<file path="src/rtl/hsfd_pkg.sv">
`timescale 1ns / 1ps

package hsfd_pkg;

  // Header bytes of a status frame.
  localparam logic [7:0] HDR0   = 8'hAA;
  localparam logic [7:0] HDR1_A = 8'h55;
  localparam logic [7:0] HDR1_B = 8'h66;

  // Frame length limits.
  localparam logic [7:0] PLAIN_MIN = 8'd18;
  localparam logic [7:0] ENC_FULL  = 8'd36;

  // Byte positions inside a frame.
  localparam logic [7:0] POS_FIRST   = 8'd0;
  localparam logic [7:0] POS_SECOND  = 8'd1;
  localparam logic [7:0] POS_POWER   = 8'd3;
  localparam logic [7:0] POS_ERR     = 8'd4;
  localparam logic [7:0] POS_STEP    = 8'd5;
  localparam logic [7:0] POS_TARGET  = 8'd9;
  localparam logic [7:0] POS_GEAR    = 8'd10;
  localparam logic [7:0] POS_VOLT_A  = 8'd11;
  localparam logic [7:0] POS_VOLT_B  = 8'd12;
  localparam logic [7:0] POS_EXH_A   = 8'd13;
  localparam logic [7:0] POS_EXH_B   = 8'd14;
  localparam logic [7:0] POS_AMB_PA  = 8'd15;
  localparam logic [7:0] POS_AMB_PB  = 8'd16;
  localparam logic [7:0] POS_ERR_PLN = 8'd17;
  localparam logic [7:0] POS_AMB_EA  = 8'd32;
  localparam logic [7:0] POS_AMB_EB  = 8'd33;
  localparam logic [7:0] POS_ERR_ENC = 8'd35;
  localparam logic [7:0] POS_LAST    = 8'd35;

  typedef enum logic [1:0] {
    ST_OK      = 2'd0,
    ST_BAD_LEN = 2'd1,
    ST_BAD_HDR = 2'd2
  } status_t;

  typedef struct packed {
    logic [7:0] frame_byte;
    logic       end_of_frame;
  } in_item_t;

  typedef struct packed {
    logic [1:0]         status;
    logic [1:0]         power_state;
    logic [2:0]         heater_step;
    logic               readings_valid;
    logic               encrypted;
    logic [15:0]        voltage_decivolts;
    logic signed [15:0] exhaust_temp;
    logic signed [19:0] ambient_tenths;
    logic [7:0]         fault_code;
    logic [7:0]         set_point;
    logic [7:0]         gear_setting;
  } out_item_t;

  // Everything captured from the frame so far.
  typedef struct packed {
    logic [7:0]  first_raw;
    logic        enc;
    logic        alt;
    logic        hdr_bad;
    logic [1:0]  power;
    logic [2:0]  step;
    logic [7:0]  err_main;
    logic [7:0]  err_alt;
    logic [7:0]  target;
    logic [7:0]  gear;
    logic [15:0] volt;
    logic [15:0] exh;
    logic [15:0] amb;
  } frame_state_t;

  // Repeating XOR key "password".
  function automatic logic [7:0] key_byte(input logic [2:0] idx);
    logic [7:0] k;
    case (idx)
      3'd0:    k = 8'h70;
      3'd1:    k = 8'h61;
      3'd2:    k = 8'h73;
      3'd3:    k = 8'h73;
      3'd4:    k = 8'h77;
      3'd5:    k = 8'h6F;
      3'd6:    k = 8'h72;
      default: k = 8'h64;
    endcase
    return k;
  endfunction

  function automatic logic hdr_ok(input logic [7:0] b0, input logic [7:0] b1);
    return (b0 == HDR0) && ((b1 == HDR1_A) || (b1 == HDR1_B));
  endfunction

endpackage

</file>
<file path="src/rtl/hsfd_stream_if.sv">
`timescale 1ns / 1ps

interface hsfd_stream_if #(
  parameter type T = logic
);
  logic valid;
  logic ready;
  T     data;

  modport source (output valid, output data, input ready);
  modport sink (input valid, input data, output ready);
endinterface

</file>
<file path="src/rtl/hsfd_capture.sv">
`timescale 1ns / 1ps

module hsfd_capture
  import hsfd_pkg::*;
#(
  parameter int BUFFER_BYTES = 48,
  parameter int CNT_W = $clog2(BUFFER_BYTES + 2)
) (
  input  logic             clk,
  input  logic             rst_n,
  input  logic             step_en,
  input  logic [7:0]       frame_byte,
  input  logic             end_of_frame,
  output frame_state_t     state_nxt,
  output logic [CNT_W-1:0] len_nxt
);

  localparam logic [CNT_W-1:0] CNT_MAX = CNT_W'(BUFFER_BYTES + 1);

  frame_state_t     state_r;
  logic [CNT_W-1:0] cnt_r;
  logic [7:0]       idx;
  logic [7:0]       dec;
  logic [7:0]       h0;
  logic [7:0]       h1;
  logic             enc_hdr;

  assign idx = 8'(cnt_r);
  assign dec = state_r.enc ? (frame_byte ^ key_byte(cnt_r[2:0])) : frame_byte;
  assign len_nxt = (cnt_r < CNT_MAX) ? cnt_r + 1'b1 : cnt_r;

  // Header check on the second byte: raw first, then with the key applied.
  assign enc_hdr = !hdr_ok(state_r.first_raw, frame_byte);
  assign h0 = enc_hdr ? (state_r.first_raw ^ key_byte(3'd0)) : state_r.first_raw;
  assign h1 = enc_hdr ? (frame_byte ^ key_byte(3'd1)) : frame_byte;

  always_comb begin
    state_nxt = state_r;
    if (idx == POS_FIRST) begin
      state_nxt = '0;
      state_nxt.first_raw = frame_byte;
    end else if (idx == POS_SECOND) begin
      state_nxt.enc     = enc_hdr;
      state_nxt.hdr_bad = !hdr_ok(h0, h1);
      state_nxt.alt     = (h1 == HDR1_B);
    end else if (idx <= POS_LAST) begin
      case (idx)
        POS_POWER:  state_nxt.power = (dec inside {[8'd1:8'd3]}) ? dec[1:0] : 2'd0;
        POS_ERR:    state_nxt.err_main = dec;
        POS_STEP:   state_nxt.step = (dec inside {[8'd1:8'd4]}) ? dec[2:0] : 3'd0;
        POS_TARGET: state_nxt.target = dec;
        POS_GEAR:   state_nxt.gear = dec;
        default: begin
          if (!state_r.enc) begin
            // Plain frames are little endian.
            case (idx)
              POS_VOLT_A:  state_nxt.volt[7:0] = dec;
              POS_VOLT_B:  state_nxt.volt[15:8] = dec;
              POS_EXH_A:   state_nxt.exh[7:0] = dec;
              POS_EXH_B:   state_nxt.exh[15:8] = dec;
              POS_AMB_PA:  state_nxt.amb[7:0] = dec;
              POS_AMB_PB:  state_nxt.amb[15:8] = dec;
              POS_ERR_PLN: state_nxt.err_alt = dec;
              default:     state_nxt.err_alt = state_r.err_alt;
            endcase
          end else begin
            // Encrypted frames are big endian.
            case (idx)
              POS_VOLT_A:  state_nxt.volt[15:8] = dec;
              POS_VOLT_B:  state_nxt.volt[7:0] = dec;
              POS_EXH_A:   state_nxt.exh[15:8] = dec;
              POS_EXH_B:   state_nxt.exh[7:0] = dec;
              POS_AMB_EA:  state_nxt.amb[15:8] = dec;
              POS_AMB_EB:  state_nxt.amb[7:0] = dec;
              POS_ERR_ENC: state_nxt.err_alt = dec;
              default:     state_nxt.err_alt = state_r.err_alt;
            endcase
          end
        end
      endcase
    end
  end

  always_ff @(posedge clk) begin
    if (!rst_n) begin
      cnt_r   <= '0;
      state_r <= '0;
    end else if (step_en) begin
      state_r <= state_nxt;
      cnt_r   <= end_of_frame ? '0 : len_nxt;
    end
  end

endmodule

</file>
<file path="src/rtl/hsfd_format.sv">
`timescale 1ns / 1ps

module hsfd_format
  import hsfd_pkg::*;
#(
  parameter int BUFFER_BYTES = 48,
  parameter int CNT_W = $clog2(BUFFER_BYTES + 2)
) (
  input  frame_state_t     frame,
  input  logic [CNT_W-1:0] len,
  output out_item_t        result
);

  localparam logic [7:0] BUF_LIMIT = 8'(BUFFER_BYTES);

  logic [7:0]         len8;
  status_t            status;
  logic               valid;
  logic signed [19:0] amb_ext;
  logic signed [19:0] amb_x10;

  assign len8    = 8'(len);
  assign amb_ext = {{4{frame.amb[15]}}, frame.amb};
  // Plain frames carry whole degrees: times ten as two shifts and an add.
  assign amb_x10 = (amb_ext <<< 3) + (amb_ext <<< 1);

  always_comb begin
    if (len8 < 8'd2) begin
      status = ST_BAD_LEN;
    end else if (!frame.enc) begin
      status = (len8 < PLAIN_MIN) ? ST_BAD_LEN : ST_OK;
    end else if (len8 > BUF_LIMIT) begin
      status = ST_BAD_LEN;
    end else begin
      status = frame.hdr_bad ? ST_BAD_HDR : ST_OK;
    end
  end

  assign valid = !frame.enc || (len8 >= ENC_FULL);

  always_comb begin
    result = '0;
    result.status = status;
    if (status == ST_OK) begin
      result.power_state = frame.power;
      result.heater_step = frame.step;
      result.encrypted   = frame.enc;
      if (valid) begin
        result.readings_valid    = 1'b1;
        result.voltage_decivolts = frame.volt;
        result.exhaust_temp      = frame.exh;
        result.ambient_tenths    = frame.enc ? amb_ext : amb_x10;
        result.fault_code        = frame.alt ? frame.err_alt : frame.err_main;
        result.set_point         = frame.target;
        result.gear_setting      = frame.gear;
      end
    end
  end

endmodule

</file>
<file path="src/rtl/heater_status_frame_decoder_unit.sv">
`timescale 1ns / 1ps
// A byte beat accepted into the input register is decoded from there, and the result of a
// final byte is registered in the output register and offered on the output from there.
// Throughput: one byte per cycle, set by the single capture stage behind the input
// register; only a final byte waits, and only while a previous result is unread.
// Reset (rst_n low, synchronous) empties both registers and restarts frame capture.

module heater_status_frame_decoder_unit
  import hsfd_pkg::*;
#(
  parameter int BUFFER_BYTES = 48
) (
  input logic        clk,
  input logic        rst_n,
  hsfd_stream_if.sink   in_ch,
  hsfd_stream_if.source out_ch
);

  localparam int CNT_W = $clog2(BUFFER_BYTES + 2);

  logic             in_v_r;
  in_item_t         in_d_r;
  logic             out_v_r;
  out_item_t        out_d_r;
  logic             advance;
  logic             fire;
  logic             in_take;
  frame_state_t     state_nxt;
  logic [CNT_W-1:0] len_nxt;
  out_item_t        result_nxt;

  // Only a final byte needs room in the output register.
  assign advance = !(in_v_r && in_d_r.end_of_frame && out_v_r && !out_ch.ready);
  assign fire    = in_v_r && advance;
  assign in_ch.ready = !in_v_r || advance;
  assign in_take = in_ch.valid && in_ch.ready;

  assign out_ch.valid = out_v_r;
  assign out_ch.data  = out_d_r;

  hsfd_capture #(
    .BUFFER_BYTES(BUFFER_BYTES),
    .CNT_W(CNT_W)
  ) u_capture (
    .clk(clk),
    .rst_n(rst_n),
    .step_en(fire),
    .frame_byte(in_d_r.frame_byte),
    .end_of_frame(in_d_r.end_of_frame),
    .state_nxt(state_nxt),
    .len_nxt(len_nxt)
  );

  hsfd_format #(
    .BUFFER_BYTES(BUFFER_BYTES),
    .CNT_W(CNT_W)
  ) u_format (
    .frame(state_nxt),
    .len(len_nxt),
    .result(result_nxt)
  );

  always_ff @(posedge clk) begin
    if (!rst_n) begin
      in_v_r <= 1'b0;
    end else if (in_take) begin
      in_v_r <= 1'b1;
    end else if (advance) begin
      in_v_r <= 1'b0;
    end
  end

  always_ff @(posedge clk) begin
    if (in_take) begin
      in_d_r <= in_ch.data;
    end
  end

  always_ff @(posedge clk) begin
    if (!rst_n) begin
      out_v_r <= 1'b0;
    end else if (fire && in_d_r.end_of_frame) begin
      out_v_r <= 1'b1;
    end else if (out_ch.ready) begin
      out_v_r <= 1'b0;
    end
  end

  always_ff @(posedge clk) begin
    if (fire && in_d_r.end_of_frame) begin
      out_d_r <= result_nxt;
    end
  end

endmodule

</file>
<file path="src/flat_wrapper.sv">
// flat-port wrapper written by rule: the top's interface ports become plain ports
module heater_status_frame_decoder_unit_flat import hsfd_pkg::*;
#(
  parameter int BUFFER_BYTES = 48
)
  (clk, rst_n, in_ch_valid, in_ch_data, in_ch_ready, out_ch_valid, out_ch_data, out_ch_ready);
  hsfd_stream_if #(.T(in_item_t)) in_ch_i ();
  hsfd_stream_if #(.T(out_item_t)) out_ch_i ();
  input logic clk;
  input logic rst_n;
  input wire logic [$bits(in_ch_i.valid)-1:0] in_ch_valid;
  input wire logic [$bits(in_ch_i.data)-1:0] in_ch_data;
  output wire logic [$bits(in_ch_i.ready)-1:0] in_ch_ready;
  output wire logic [$bits(out_ch_i.valid)-1:0] out_ch_valid;
  output wire logic [$bits(out_ch_i.data)-1:0] out_ch_data;
  input wire logic [$bits(out_ch_i.ready)-1:0] out_ch_ready;
  assign in_ch_i.valid = in_ch_valid;
  assign in_ch_i.data = in_ch_data;
  assign in_ch_ready = in_ch_i.ready;
  assign out_ch_valid = out_ch_i.valid;
  assign out_ch_data = out_ch_i.data;
  assign out_ch_i.ready = out_ch_ready;
  heater_status_frame_decoder_unit #(.BUFFER_BYTES(BUFFER_BYTES)) u_core (.clk(clk), .rst_n(rst_n), .in_ch(in_ch_i), .out_ch(out_ch_i));
endmodule
</file>
<file path="config.mk">
export PLATFORM = sky130hd
export DESIGN_NAME = heater_status_frame_decoder_unit_flat
export DESIGN_NICKNAME = d
export VERILOG_FILES = /design/src/rtl/hsfd_pkg.sv /design/src/rtl/hsfd_stream_if.sv /design/src/rtl/hsfd_capture.sv /design/src/rtl/hsfd_format.sv /design/src/rtl/heater_status_frame_decoder_unit.sv /design/src/flat_wrapper.sv
export SDC_FILE = /design/constraint.sdc
export NUM_CORES = 1
export LEC_CHECK = 0
export BUFFER_PORTS_ARGS = -buffer_cell sky130_fd_sc_hd__buf_2
export CAP_MARGIN = 20
export CORE_UTILIZATION = 60
export DETAILED_ROUTE_END_ITERATION = 16
export HOLD_SLACK_MARGIN = 0.1
export PLACE_DENSITY_LB_ADDON = 0.1
export RECOVER_POWER = 100
export SETUP_SLACK_MARGIN = 0.05
export SYNTH_ARGS = -nofsm -noshare
export SYNTH_HDL_FRONTEND = slang
export SYNTH_SLANG_ARGS = --single-unit
</file>
<file path="constraint.sdc">
create_clock -name clk -period 13.92 [get_ports clk]
set_clock_uncertainty 0.1 [all_clocks]
set_input_delay 2.088 -clock clk [delete_from_list [all_inputs] [get_ports clk]]
set_output_delay 2.088 -clock clk [all_outputs]
set_load 0.02 [all_outputs]
</file>
==> reports/metrics.yaml <==
max_slew_margin_pct: -146.7
synthesis.nets: 1099
place_inst: 1324
cts_max_path_buffers: 2
synth_warnings: 0
synth_top_area_share_pct: 28.06
syn_area_per_cell_um2: 9.456
status: "finished, violations left"
hpwl_um: 15840
final_cells: 1358
final_nets: 1164
crit_path_cell_trace: "nor2_1 -> and3_1 -> clkbuf_1 -> a211oi_1 -> clkbuf_1 -> o211ai_1 -> a21oi_1 -> o22ai_4 -> clkbuf_1 -> nor2b_1"
cts_hold_buf: 0
drive_gt1_share_pct: 6.130
fp-row-count: 46
hold_slack_ps: 369.6
power.leakage_nw: 3.485
cap_violations: 5
synthFlopType: "dfxtp_1"
seq_area_mm2: 0.004905
slowest_stage: "clkbuf_1"
num_vias: 8213
h-tree-depth: 4
tritoncts: "yes"
yosysTopAreaCell: "edfxtp_1"
finalHoldViolCount: 0
violations: "max-capacitance violations, max-slew violations"
critical_path_class: "flip-flop to flip-flop"
slowest_delay_ps: 2540
ys_types: 67
powerDensity_mw_per_mm2: 105.3
grt_pass1_wl_um: 39490
end_kind: "flip-flop"
syn-cell-area_mm2: 0.01006
globalRouteTotalUtil_pct: 28.94
syn2layout_area_growth_pct: 10.14
ir_worst_vdd_v: 0.00008689
grt_overflow_total: 0
hp-class: "flip-flop to flip-flop"
syn_inst: 1064
hold_path_startpoint: "u_core.u_capture.state_r[15]$_SDFFE_PN0P_"
multi_input_area_mm2: 0.004786
grt_max_degree: 105
fin_area_mm2: 0.01108
clock_sinks: 198
worst_pin_slew_ps: 3700
drt_iter0_drc: 872
numCtsBuffers: 17
fp.dieH_um: 131.5
antenna_found_initial: 0
die-width_um: 131.5
port_buffers: 99
cts_root_buffer: "clkbuf_16"
first_pass_iters: 5
finalCritPeriodShare_pct: 52.17
fillers: 1306
n_antenna_cell: 0
synth_edf_count: 94
cts_resized: 0
cp_num_buf_inv: 3
finalMaxSlewViolations: 301
cts.clk_slew.worst_paths_ps: 70
path_delay_family: "buffers and inverters"
tns_ps: 0
start_util_pct: 62.43
die_area_mm2: 0.01729
cp-start-kind: "flip-flop"
place_area_mm2: 0.01066
synth.area.top_cells: "edfxtp_1, dfxtp_1, nor2_1"
routedWlPerCell_um: 18.21
place.gp.congestion: 0.8852
cp.arrival_ps: 7170
remaining_drc_errors: 0
r2r-start: "u_core.u_capture.cnt_r[2]$_SDFFE_PN0P_"
required_ps: 13820
crit_path_frequent_cell: "clkbuf_1"
setup-violations-final: 0
ys_seq_area_share_pct: 48.75
clk_latency_ps: 440
fmax_ghz: 0.1377
wirelength_um: 24720
postSynth.asyncResetShare_pct: 0
core_area_mm2: 0.01612
vias_per_cell: 6.048
io_pins: 100
rsz0062_at_grt: "no"
cts_setup_buffers: 0
postRouteAntennaNets: 0
crit_fanout: 77
worstSetupStartpoint: "u_core.u_capture.cnt_r[2]$_SDFFE_PN0P_"
period_minus_slack_ps: 7262
grt_pass1_vias: 7528
ys_ff_latch: 198
==> logic make-up (layout without fill, tap and decap cells) <==
| family | count (synthesis) | after routing | synth area share (%) |
|---|---|---|---|
| buffers and inverters | 85 | 163 | 3.706 |
| AO/OA/AOI/OAI | 275 | 275 | 18.68 |
| AND/OR/NAND/NOR | 430 | 430 | 20.91 |
| adder cells (fa/ha/maj) | 22 | 22 | 2.811 |
| multiplexers | 34 | 34 | 3.408 |
| XOR/XNOR | 20 | 20 | 1.741 |
| flip-flops | 198 | 198 | 48.75 |
==> state kept, by name, summed over array words and instances, names as in the netlist <==
register / flops
u_core.out_ch.valid: 1
u_core.in_d_r: 9
u_core.u_capture.state_r: 96
u_core.out_ch.data: 85
u_core.in_v_r: 1
u_core.u_capture.cnt_r: 6
==> tightest hold or removal path, cell delays in order (launching register included) <==
cell,delay [ps]
dfxtp_1,310
nand2_1,40
a21boi_0,60
==> Yosys cell counts, types with 4 or more instances <==
library cell and number:
a211oi_1 40, a21boi_0 31, a21oi_1 46, a22oi_1 56
a31oi_1 9, and2_1 15, and3_1 16, buf_1 7
buf_2 16, buf_6 4, clkbuf_1 44, dfxtp_1 104
edfxtp_1 94, ha_1 21, inv_1 13, mux2i_1 32
nand2_1 103, nand2b_1 6, nand3_1 16, nand4_1 4
nand4b_1 5, nor2_1 140, nor2b_1 73, nor3_1 21
nor3b_1 4, o2111ai_1 4, o211ai_1 6, o21a_1 7
o21ai_0 35, o21ai_1 6, o22ai_1 7, or3_1 4
xnor2_1 13, xor2_1 7
==> placed cells by master, fill, tap and decap left out, drive strengths merged, types with 6 or more instances in the layout <==
cell,instances
and3,16
o211ai,6
mux2i,32
xnor2,13
nand3,16
inv,23
and2,16
o22ai,8
nor3,22
clkbuf,113
a31oi,9
xor2,7
nand2b,6
buf,24
a21oi,49
o21ai,41
a21boi,32
o21a,7
nor2,142
nand2,103
a211oi,41
edfxtp,94
ha,21
nor2b,73
dfxtp,104
a22oi,56
==> area by class of cell <==
cell class / instances / area share [%]
repair buffers: 118 / 4.539
clock inverters: 13 / 1.129
multi-input cells: 781 / 43.19
well taps: 216 / 2.439
flip-flops and latches: 198 / 44.26
clock buffers: 19 / 3.997
inverters: 13 / 0.4404
==> routing by layer <==
| layer | wire length (um) | track usage [%] |
|---|---|---|
| met1 | 11110 | 40.29 |
| met2 | 11440 | 45.12 |
| met3 | 1625 | 4.977 |
| met4 | 542 | 10.79 |
| met5 | 0 | 0 |
==> metrics by stage <==
stage | power, W | util, % | setup WS, ps
3_3_place_gp | 0.0006995 | 66.13 | 8893
3_5_place_dp | 0.0007004 | 66.13 | 8843
2_1_floorplan | 0.0006761 | - | 7547
5_1_grt | 0.001200 | 68.76 | 5997
6_report | 0.001167 | 68.76 | 6658
4_1_cts | 0.001170 | 69.66 | 8779
==> final timing paths <==
check                                                   end  depth (start not counted)  slack [ps]
hold / removal    u_core.u_capture.state_r[15]$_SDFFE_PN0P_                          2         370
hold reg to reg   u_core.u_capture.state_r[15]$_SDFFE_PN0P_                          2         370
setup reg to reg       u_core.out_ch.data[46]$_SDFFCE_PN0P_                         10        6660
setup / recovery       u_core.out_ch.data[46]$_SDFFCE_PN0P_                         10        6660
==> power breakdown <==
group | switching, W | internal, W | leakage, nW
logic | 0.0000457 | 0.0000176 | 1.48
registers | 0.00000783 | 0.000616 | 1.72
clock network | 0.000236 | 0.000244 | 0.286
total | 0.000289 | 0.000877 | 3.48
No activity file was read; power rests on OpenSTA's default activity.
